## config.mk

```make
export PLATFORM = sky130hd
export DESIGN_NAME = eeprom_bit_serial_command_engine_core
export DESIGN_NICKNAME = d
export VERILOG_FILES = /design/src/rtl/eebsce_pkg.sv /design/src/rtl/eeprom_bit_serial_command_engine_core.sv
export VERILOG_INCLUDE_DIRS = /design/src /design/src/rtl
export SDC_FILE = /design/constraint.sdc
export NUM_CORES = 1
export LEC_CHECK = 0
export ABC_AREA = 1
export BUFFER_PORTS_ARGS = -buffer_cell sky130_fd_sc_hd__buf_2
export CAP_MARGIN = 20
export CORE_MARGIN = 2
export CORE_UTILIZATION = 31
export CTS_CLUSTER_SIZE = 12
export DETAILED_ROUTE_END_ITERATION = 12
export PLACE_DENSITY_LB_ADDON = 0.3
export SLEW_MARGIN = 20
export SYNTH_ARGS = -nofsm -noshare
export SYNTH_HDL_FRONTEND = slang
export SYNTH_SLANG_ARGS = --single-unit
```

## constraint.sdc

```tcl
create_clock -name clk -period 2.8 [get_ports clk]
set_clock_uncertainty 0.1 [all_clocks]
set_input_delay 0.56 -clock clk [delete_from_list [all_inputs] [get_ports clk]]
set_output_delay 0.56 -clock clk [all_outputs]
set_load 0.005 [all_outputs]
```

## src/rtl/eeprom_bit_serial_command_engine_core_defines.svh

```systemverilog
// Assertion macros shared by the engine RTL.
`ifndef EEPROM_BIT_SERIAL_COMMAND_ENGINE_CORE_DEFINES_SVH
`define EEPROM_BIT_SERIAL_COMMAND_ENGINE_CORE_DEFINES_SVH

// The consequent must hold in the same cycle as the antecedent.
`define EEBSCE_ASSERT_SAME(label, ante, cons, msg) \
  label: assert property (@(posedge clk) disable iff (!rst_n) (ante) |-> (cons)) \
    else $error(msg);

// The consequent must hold in the cycle after the antecedent.
`define EEBSCE_ASSERT_NEXT(label, ante, cons, msg) \
  label: assert property (@(posedge clk) disable iff (!rst_n) (ante) |=> (cons)) \
    else $error(msg);

`endif

```

## src/rtl/eebsce_pkg.sv

```systemverilog
package eebsce_pkg;

  localparam int SLOT_W      = 7;
  localparam int TICK_W      = 10;
  localparam int ADDR_W      = 14;
  localparam int WDATA_W     = 64;
  localparam int RDATA_W     = 64;
  localparam int IN_TDATA_W  = 80;
  localparam int OUT_TDATA_W = 72;
  localparam int CFG_ADDR_W  = 3;
  localparam int CFG_DATA_W  = 32;

  localparam logic [TICK_W-1:0] TIMEOUT_RESET = 10'd10;

  typedef enum logic [1:0] {
    OP_READ  = 2'd0,
    OP_WRITE = 2'd1,
    OP_SLOT  = 2'd2,
    OP_TICK  = 2'd3
  } op_t;

  typedef enum logic [1:0] {
    ST_OK      = 2'd0,
    ST_TIMEOUT = 2'd1,
    ST_IGNORED = 2'd2
  } status_t;

  typedef enum logic [2:0] {
    PH_IDLE   = 3'd0,
    PH_CMD    = 3'd1,
    PH_SAMPLE = 3'd2,
    PH_POLL   = 3'd3
  } phase_t;

  localparam logic CFG_LARGE_ADDRESS = 1'b0;
  localparam logic CFG_TIMEOUT_TICKS = 1'b1;

endpackage

```

## src/rtl/eeprom_bit_serial_command_engine_core.sv

```systemverilog
// A result reaches the output register in the cycle after its item is accepted.
// Throughput: one item per cycle; a single state update stands between input and result.
// A new item enters when the result register is empty or its result is taken that cycle.
// Reset (synchronous, active low) returns the engine to idle with all counters cleared,
// large_address to 0 and timeout_ticks to 10.
`include "eeprom_bit_serial_command_engine_core_defines.svh"

module eeprom_bit_serial_command_engine_core #(
  parameter int DATA_BITS       = 64,
  parameter int SHORT_ADDR_BITS = 6,
  parameter int LONG_ADDR_BITS  = 14,
  parameter int SKIP_BITS       = 4
) (
  input  logic                                  clk,
  input  logic                                  rst_n,
  input  logic                                  in_tvalid,
  output logic                                  in_tready,
  // blk_index[13:0], write_data[77:14], in_bit[78], zero pad[79]
  input  logic [eebsce_pkg::IN_TDATA_W-1:0]     in_tdata,
  // op[1:0]
  input  logic [1:0]                            in_tuser,
  output logic                                  out_tvalid,
  input  logic                                  out_tready,
  // drive_bit[0], drive_enable[1], read_data[65:2], zero pad[71:66]
  output logic [eebsce_pkg::OUT_TDATA_W-1:0]    out_tdata,
  // status[1:0]
  output logic [1:0]                            out_tuser,
  // done_res
  output logic                                  out_tlast,
  input  logic                                  cfg_psel,
  input  logic                                  cfg_penable,
  input  logic                                  cfg_pwrite,
  input  logic [eebsce_pkg::CFG_ADDR_W-1:0]     cfg_paddr,
  input  logic [eebsce_pkg::CFG_DATA_W-1:0]     cfg_pwdata,
  output logic [eebsce_pkg::CFG_DATA_W-1:0]     cfg_prdata,
  output logic                                  cfg_pready
);
  import eebsce_pkg::*;

  localparam logic [SLOT_W-1:0] SHORT_LEN  = SLOT_W'(SHORT_ADDR_BITS);
  localparam logic [SLOT_W-1:0] LONG_LEN   = SLOT_W'(LONG_ADDR_BITS);
  localparam logic [SLOT_W-1:0] DATA_LEN   = SLOT_W'(DATA_BITS);
  localparam logic [SLOT_W-1:0] SKIP_LEN   = SLOT_W'(SKIP_BITS);
  localparam logic [SLOT_W-1:0] SAMPLE_END = SLOT_W'(SKIP_BITS + DATA_BITS);
  localparam logic [SLOT_W-1:0] HDR_LEN    = SLOT_W'(2);

  logic                  large_r;
  logic [TICK_W-1:0]     timeout_r;

  phase_t                phase_r, phase_nxt;
  logic [SLOT_W-1:0]     slot_r, slot_nxt;
  logic [ADDR_W-1:0]     addr_r, addr_nxt;
  logic [DATA_BITS-1:0]  shift_r, shift_nxt;
  logic                  is_write_r, is_write_nxt;
  logic [TICK_W-1:0]     tick_r, tick_nxt;

  logic                  out_valid_r;
  logic                  dbit_r, dbit_nxt;
  logic                  den_r, den_nxt;
  logic [RDATA_W-1:0]    rdata_r, rdata_nxt;
  logic                  done_r, done_nxt;
  status_t               status_r, status_nxt;

  logic                  in_fire;
  logic                  cfg_write;
  op_t                   in_op;
  logic [ADDR_W-1:0]     in_addr;
  logic [WDATA_W-1:0]    in_wdata;
  logic                  in_bit;

  logic [SLOT_W-1:0]     addr_len;
  logic [SLOT_W-1:0]     addr_end;
  logic [SLOT_W-1:0]     data_end;
  logic [SLOT_W-1:0]     addr_sh;
  logic [SLOT_W-1:0]     data_sh;
  logic [ADDR_W-1:0]     addr_shifted;
  logic [DATA_BITS-1:0]  data_shifted;
  logic [SLOT_W-1:0]     slot_inc;
  logic [TICK_W-1:0]     tick_inc;
  logic                  start_ok;
  logic                  cmd_end;
  logic                  sample_end;
  logic                  poll_hit;
  logic                  poll_timeout;

  assign in_fire   = in_tvalid && in_tready;
  assign in_tready = !out_valid_r || out_tready;
  assign in_op     = op_t'(in_tuser);
  assign in_addr   = in_tdata[ADDR_W-1:0];
  assign in_wdata  = in_tdata[ADDR_W +: WDATA_W];
  assign in_bit    = in_tdata[ADDR_W+WDATA_W];

  assign cfg_pready = 1'b1;
  assign cfg_write  = cfg_psel && cfg_penable && cfg_pwrite && cfg_pready;

  always_comb begin
    case (cfg_paddr[2])
      CFG_LARGE_ADDRESS: cfg_prdata = {{(CFG_DATA_W-1){1'b0}}, large_r};
      default:           cfg_prdata = {{(CFG_DATA_W-TICK_W){1'b0}}, timeout_r};
    endcase
  end

  always_ff @(posedge clk) begin
    if (!rst_n) begin
      large_r   <= 1'b0;
      timeout_r <= TIMEOUT_RESET;
    end else if (cfg_write) begin
      case (cfg_paddr[2])
        CFG_LARGE_ADDRESS: large_r   <= cfg_pwdata[0];
        default:           timeout_r <= cfg_pwdata[TICK_W-1:0];
      endcase
    end
  end

  assign addr_len     = large_r ? LONG_LEN : SHORT_LEN;
  assign addr_end     = HDR_LEN + addr_len;
  assign data_end     = addr_end + DATA_LEN;
  assign addr_sh      = addr_end - SLOT_W'(1) - slot_r;
  assign data_sh      = data_end - SLOT_W'(1) - slot_r;
  assign addr_shifted = addr_r >> addr_sh;
  assign data_shifted = shift_r >> data_sh;
  assign slot_inc     = slot_r + SLOT_W'(1);
  assign tick_inc     = tick_r + TICK_W'(1);

  assign start_ok     = (in_op == OP_READ || in_op == OP_WRITE) && phase_r == PH_IDLE;
  assign cmd_end      = in_op == OP_SLOT && phase_r == PH_CMD && slot_r >= HDR_LEN
                        && slot_r >= addr_end && (!is_write_r || slot_r >= data_end);
  assign sample_end   = in_op == OP_SLOT && phase_r == PH_SAMPLE && slot_inc >= SAMPLE_END;
  assign poll_hit     = in_op == OP_SLOT && phase_r == PH_POLL && in_bit;
  assign poll_timeout = in_op == OP_TICK && phase_r == PH_POLL && tick_inc >= timeout_r;

  always_comb begin
    phase_nxt = phase_r;
    if (start_ok) begin
      phase_nxt = PH_CMD;
    end else if (cmd_end) begin
      phase_nxt = is_write_r ? PH_POLL : PH_SAMPLE;
    end else if (sample_end || poll_hit || poll_timeout) begin
      phase_nxt = PH_IDLE;
    end
  end

  always_comb begin
    slot_nxt     = slot_r;
    addr_nxt     = addr_r;
    shift_nxt    = shift_r;
    is_write_nxt = is_write_r;
    tick_nxt     = tick_r;
    dbit_nxt     = 1'b0;
    den_nxt      = 1'b0;
    rdata_nxt    = '0;
    done_nxt     = 1'b0;
    status_nxt   = ST_OK;
    case (in_op)
      OP_READ, OP_WRITE: begin
        if (start_ok) begin
          addr_nxt     = in_addr;
          is_write_nxt = (in_op == OP_WRITE);
          shift_nxt    = (in_op == OP_WRITE) ? in_wdata[DATA_BITS-1:0] : '0;
          slot_nxt     = '0;
          tick_nxt     = '0;
        end else begin
          status_nxt = ST_IGNORED;
        end
      end
      OP_SLOT: begin
        case (phase_r)
          PH_CMD: begin
            den_nxt = 1'b1;
            if (slot_r < HDR_LEN) begin
              dbit_nxt = (slot_r == '0) ? 1'b1 : !is_write_r;
              slot_nxt = slot_inc;
            end else if (slot_r < addr_end) begin
              dbit_nxt = addr_shifted[0];
              slot_nxt = slot_inc;
            end else if (is_write_r && slot_r < data_end) begin
              dbit_nxt = data_shifted[0];
              slot_nxt = slot_inc;
            end else begin
              slot_nxt = '0;
              tick_nxt = '0;
              if (!is_write_r) begin
                shift_nxt = '0;
              end
            end
          end
          PH_SAMPLE: begin
            if (slot_r >= SKIP_LEN) begin
              shift_nxt = {shift_r[DATA_BITS-2:0], in_bit};
            end
            slot_nxt = slot_inc;
            if (sample_end) begin
              rdata_nxt = RDATA_W'(shift_nxt);
              done_nxt  = 1'b1;
              slot_nxt  = '0;
            end
          end
          PH_POLL: begin
            done_nxt = in_bit;
          end
          default: begin
            status_nxt = ST_IGNORED;
          end
        endcase
      end
      default: begin
        if (phase_r == PH_POLL) begin
          tick_nxt = tick_inc;
          if (poll_timeout) begin
            done_nxt   = 1'b1;
            status_nxt = ST_TIMEOUT;
          end
        end else begin
          status_nxt = ST_IGNORED;
        end
      end
    endcase
  end

  always_ff @(posedge clk) begin
    if (!rst_n) begin
      phase_r    <= PH_IDLE;
      slot_r     <= '0;
      addr_r     <= '0;
      shift_r    <= '0;
      is_write_r <= 1'b0;
      tick_r     <= '0;
    end else if (in_fire) begin
      phase_r    <= phase_nxt;
      slot_r     <= slot_nxt;
      addr_r     <= addr_nxt;
      shift_r    <= shift_nxt;
      is_write_r <= is_write_nxt;
      tick_r     <= tick_nxt;
    end
  end

  always_ff @(posedge clk) begin
    if (!rst_n) begin
      out_valid_r <= 1'b0;
    end else if (in_tready) begin
      out_valid_r <= in_tvalid;
    end
  end

  always_ff @(posedge clk) begin
    if (in_fire) begin
      dbit_r   <= dbit_nxt;
      den_r    <= den_nxt;
      rdata_r  <= rdata_nxt;
      done_r   <= done_nxt;
      status_r <= status_nxt;
    end
  end

  assign out_tvalid = out_valid_r;
  assign out_tdata  = {{(OUT_TDATA_W-RDATA_W-2){1'b0}}, rdata_r, den_r, dbit_r};
  assign out_tuser  = status_r;
  assign out_tlast  = done_r;

  `EEBSCE_ASSERT_SAME(a_idle_slot_clear, phase_r == PH_IDLE, slot_r == '0, "idle with nonzero slot count")
  `EEBSCE_ASSERT_SAME(a_sample_in_range, phase_r == PH_SAMPLE, slot_r < SAMPLE_END, "sample slot count past end")
  `EEBSCE_ASSERT_NEXT(a_done_to_idle, in_fire && done_nxt, phase_r == PH_IDLE, "finished item did not return to idle")
  `EEBSCE_ASSERT_SAME(a_drive_not_done, out_valid_r && den_r, !done_r && status_r == ST_OK, "driven slot marked done or not ok")
  `EEBSCE_ASSERT_NEXT(a_idle_slot_ignored, in_fire && in_op == OP_SLOT && phase_r == PH_IDLE, status_r == ST_IGNORED, "bit slot while idle not ignored")

endmodule

```

==> impl_metrics.toml <==
[clocking]
path_clk_slew_ns = 0.08
insertion_delay_ns = 0.44
clock_sink_count = 179
cts_root_buf = "clkbuf_16"
cts_tree = "built"
cts_buffer_depth = 2
cts_buffers = 17
ctsHoldBuffers = 0
htreeDepth = 4

[pwr]
switchingPower_w = 0.00189
swShare_pct = 29.8
p_total_w = 0.00636
power.density_nw_per_um2 = 552
combPwrFrac_pct = 16.1
p_leak_nw = 4.89
pwr-share-seq_pct = 46.5
intPower_w = 0.00447
clockPowerShare_pct = 37.4
vdd_drop_max_mv = 0.377

[placement]
io_buffers = 179
place_congestion = 0.822
hpwl_um = 18600

[detailed_routing]
dr.pass1.iters = 5
vias = 9092
drt_iter0_markers = 591
routed_wl_um = 27900
vias_per_cell = 4.80
post-route-drc-count = 0
ant_nets = 0
wl_per_cell_um = 14.8

[job]
drv_cap = 0

[worst_setup_path]
path_cells = "inv_1 -> ha_1 -> nand2_1 -> nand3_1 -> nand2_1 -> nand2_2 -> nand3_1 -> o21ai_1 -> nand2_4 -> buf_16 -> o21ai_0 -> a21oi_1"
cpMaxStageDelayCell = "dfxtp_1"
cp.arrival_ns = 2.76
cp-end-kind = "flip-flop"
path_max_fanout = 128
critPathKind = "flip-flop to flip-flop"
required_ns = 3.01
start_kind = "flip-flop"
max_stage_delay_ns = 0.48

[global_routing]
grt_antenna_before_repair = 0
grt_max_degree = 129
first_global_vias = 8412
grt_pass1_wl_um = 43800
gr-total-overflow = 0
track_usage_pct = 16.6

[timing]
period_minus_slack_ns = 2.55
finalHoldViolCount = 0
worstMarginPinSlew_ns = 0.734
fin_crit_sh_pct = 91.0
tns_ns = 0
drv_slew = 0
setup_violations = 0
grt_setup_unrepaired = "false"
max_slew_margin_pct = 51.0
fmax_mhz = 392

[layout]
fill_cells = 3371
areaGrowthSynthToFinish_pct = 16.8
diodes = 0
drive_gt1_share_pct = 17.1
final_nets = 1622

[logic_synthesis]
synth-edff-count = 69
synth_top_area_share_pct = 22.3
yosys-top-cells-area = "dfxtp_1, edfxtp_1, o21ai_0, nand2_1, nand3_1"
yosysTopAreaCell = "dfxtp_1"
yosysSeqAreaShare_pct = 43.3
synth-async-reset-ratio_pct = 0
ys_ff_latch = 179
synth_ff_type = "dfxtp_1"
synth_most_common_cell = "nand2_1"
synth_area_um2 = 9870
synth_cells = 1352
syn_area_per_cell_um2 = 7.30
yosys-top-cells-count = "nand2_1, o21ai_0, nor2_1"
synth.distinct_cells = 37
synth_warnings = 0

[floorplanning]
core_um2 = 31500
dieArea_um2 = 33300
rows = 65
die_x_um = 182
pin_count = 234
initial_core_util_pct = 31.3
fp.dieH_um = 182

[status]
status = "completed"

[min_path]
hp-class = "input port to flip-flop"
registers in the layout (all words and copies together) (netlist names), 2 cells and up:
register / count
rdata_r: 64
phase_r: 2
shift_r: 64
addr_r: 14
out_tuser: 2
timeout_r: 10
tick_r: 10
slot_r: 7
power groups by stage:
stage          Combinational (W)  Clock [W]  Sequential, W
2_1_floorplan           0.000735          0        0.00301
3_3_place_gp             0.00101          0        0.00301
3_5_place_dp             0.00102          0        0.00302
4_1_cts                  0.00102    0.00244        0.00296
5_1_grt                  0.00117    0.00256        0.00298
6_report                 0.00102    0.00238        0.00296
cell type report:
| cell class | instances | area, µm² | area share [%] |
|---|---|---|---|
| clock buffers | 17 | 425 | 3.69 |
| multi-input cells | 936 | 4500 | 39.1 |
| well taps | 402 | 503 | 4.37 |
| clock inverters | 15 | 146 | 1.27 |
| repair buffers | 196 | 1110 | 9.60 |
| inverters | 148 | 556 | 4.82 |
| flip-flops and latches | 179 | 4280 | 37.1 |
cell families (layout without fill, tap and decap cells):
| kind of cell | after synthesis | count (layout) | synth area share [%] |
|---|---|---|---|
| simple gates | 520 | 520 | 22.3 |
| compound gates | 362 | 362 | 18.7 |
| other cells | 2 | 29 | 0.0761 |
| buf+inv | 264 | 376 | 12.5 |
| fa+ha+maj | 20 | 20 | 2.61 |
| xor+xnor | 5 | 5 | 0.444 |
| flops | 179 | 179 | 43.3 |
through the flow:
step	instance area, µm²	cells	setup WS, ns	hold WS (ns)	utilization (%)
finish	11500	1893	0.252	0.240	36.6
global route	11500	1893	0.0151	0.212	36.6
CTS	11500	1893	0.0736	0.214	36.5
detailed placement	10900	1861	0.108	0.355	34.7
global placement	10900	1861	0.115	0.347	34.7
floorplan	9970	1379	0.0841	0.325	-
critical path, delay by kind of cell (launching register included):
kind	cells	cell delay, ns
buf+inv	2	0.36
compound gates	3	0.54
flops	1	0.48
simple gates	6	0.51
fa+ha+maj	1	0.32
layer usage:
metal | up-vias | global-route usage, % | share of wire (%)
met5 | - | 0 | 0
met4 | 0 | 5.06 | 1.5
met3 | 25 | 3.07 | 5.0
met2 | 243 | 27.5 | 46
met1 | 4157 | 22.0 | 47
li1 | 4667 | - | -
final timing paths:
check	from	to	slack (ns)	depth (start not counted)
worst max-delay path	slot_r[3]$_SDFFE_PN0P_	shift_r[35]$_SDFFE_PN0P_	0.25	12
worst min-delay path	cfg_pwdata[1]	timeout_r[1]$_SDFFE_PN1P_	0.24	3
worst max register to register	slot_r[3]$_SDFFE_PN0P_	shift_r[35]$_SDFFE_PN0P_	0.25	12
worst min register to register	addr_r[1]$_SDFFE_PN0P_	addr_r[1]$_SDFFE_PN0P_	0.36	2
cells in the final DEF, fill, tap and decap left out, drive strengths merged, types with 19 or more instances in the layout:
cell type  netlist  layout
o21ai          242     242
nand2          226     226
buf             64     196
inv            147     153
nor2           150     150
nand3          122     122
dfxtp          110     110
a21oi          109     109
edfxtp          69      69
conb             2      29
ha              19      19
repair_timing:
item / CTS / global route
endpoints found under the setup margin: 0 / 21
buffers inserted: 0 / 0
gates resized for setup: 0 / 12
No activity file was read; power rests on OpenSTA's default activity.
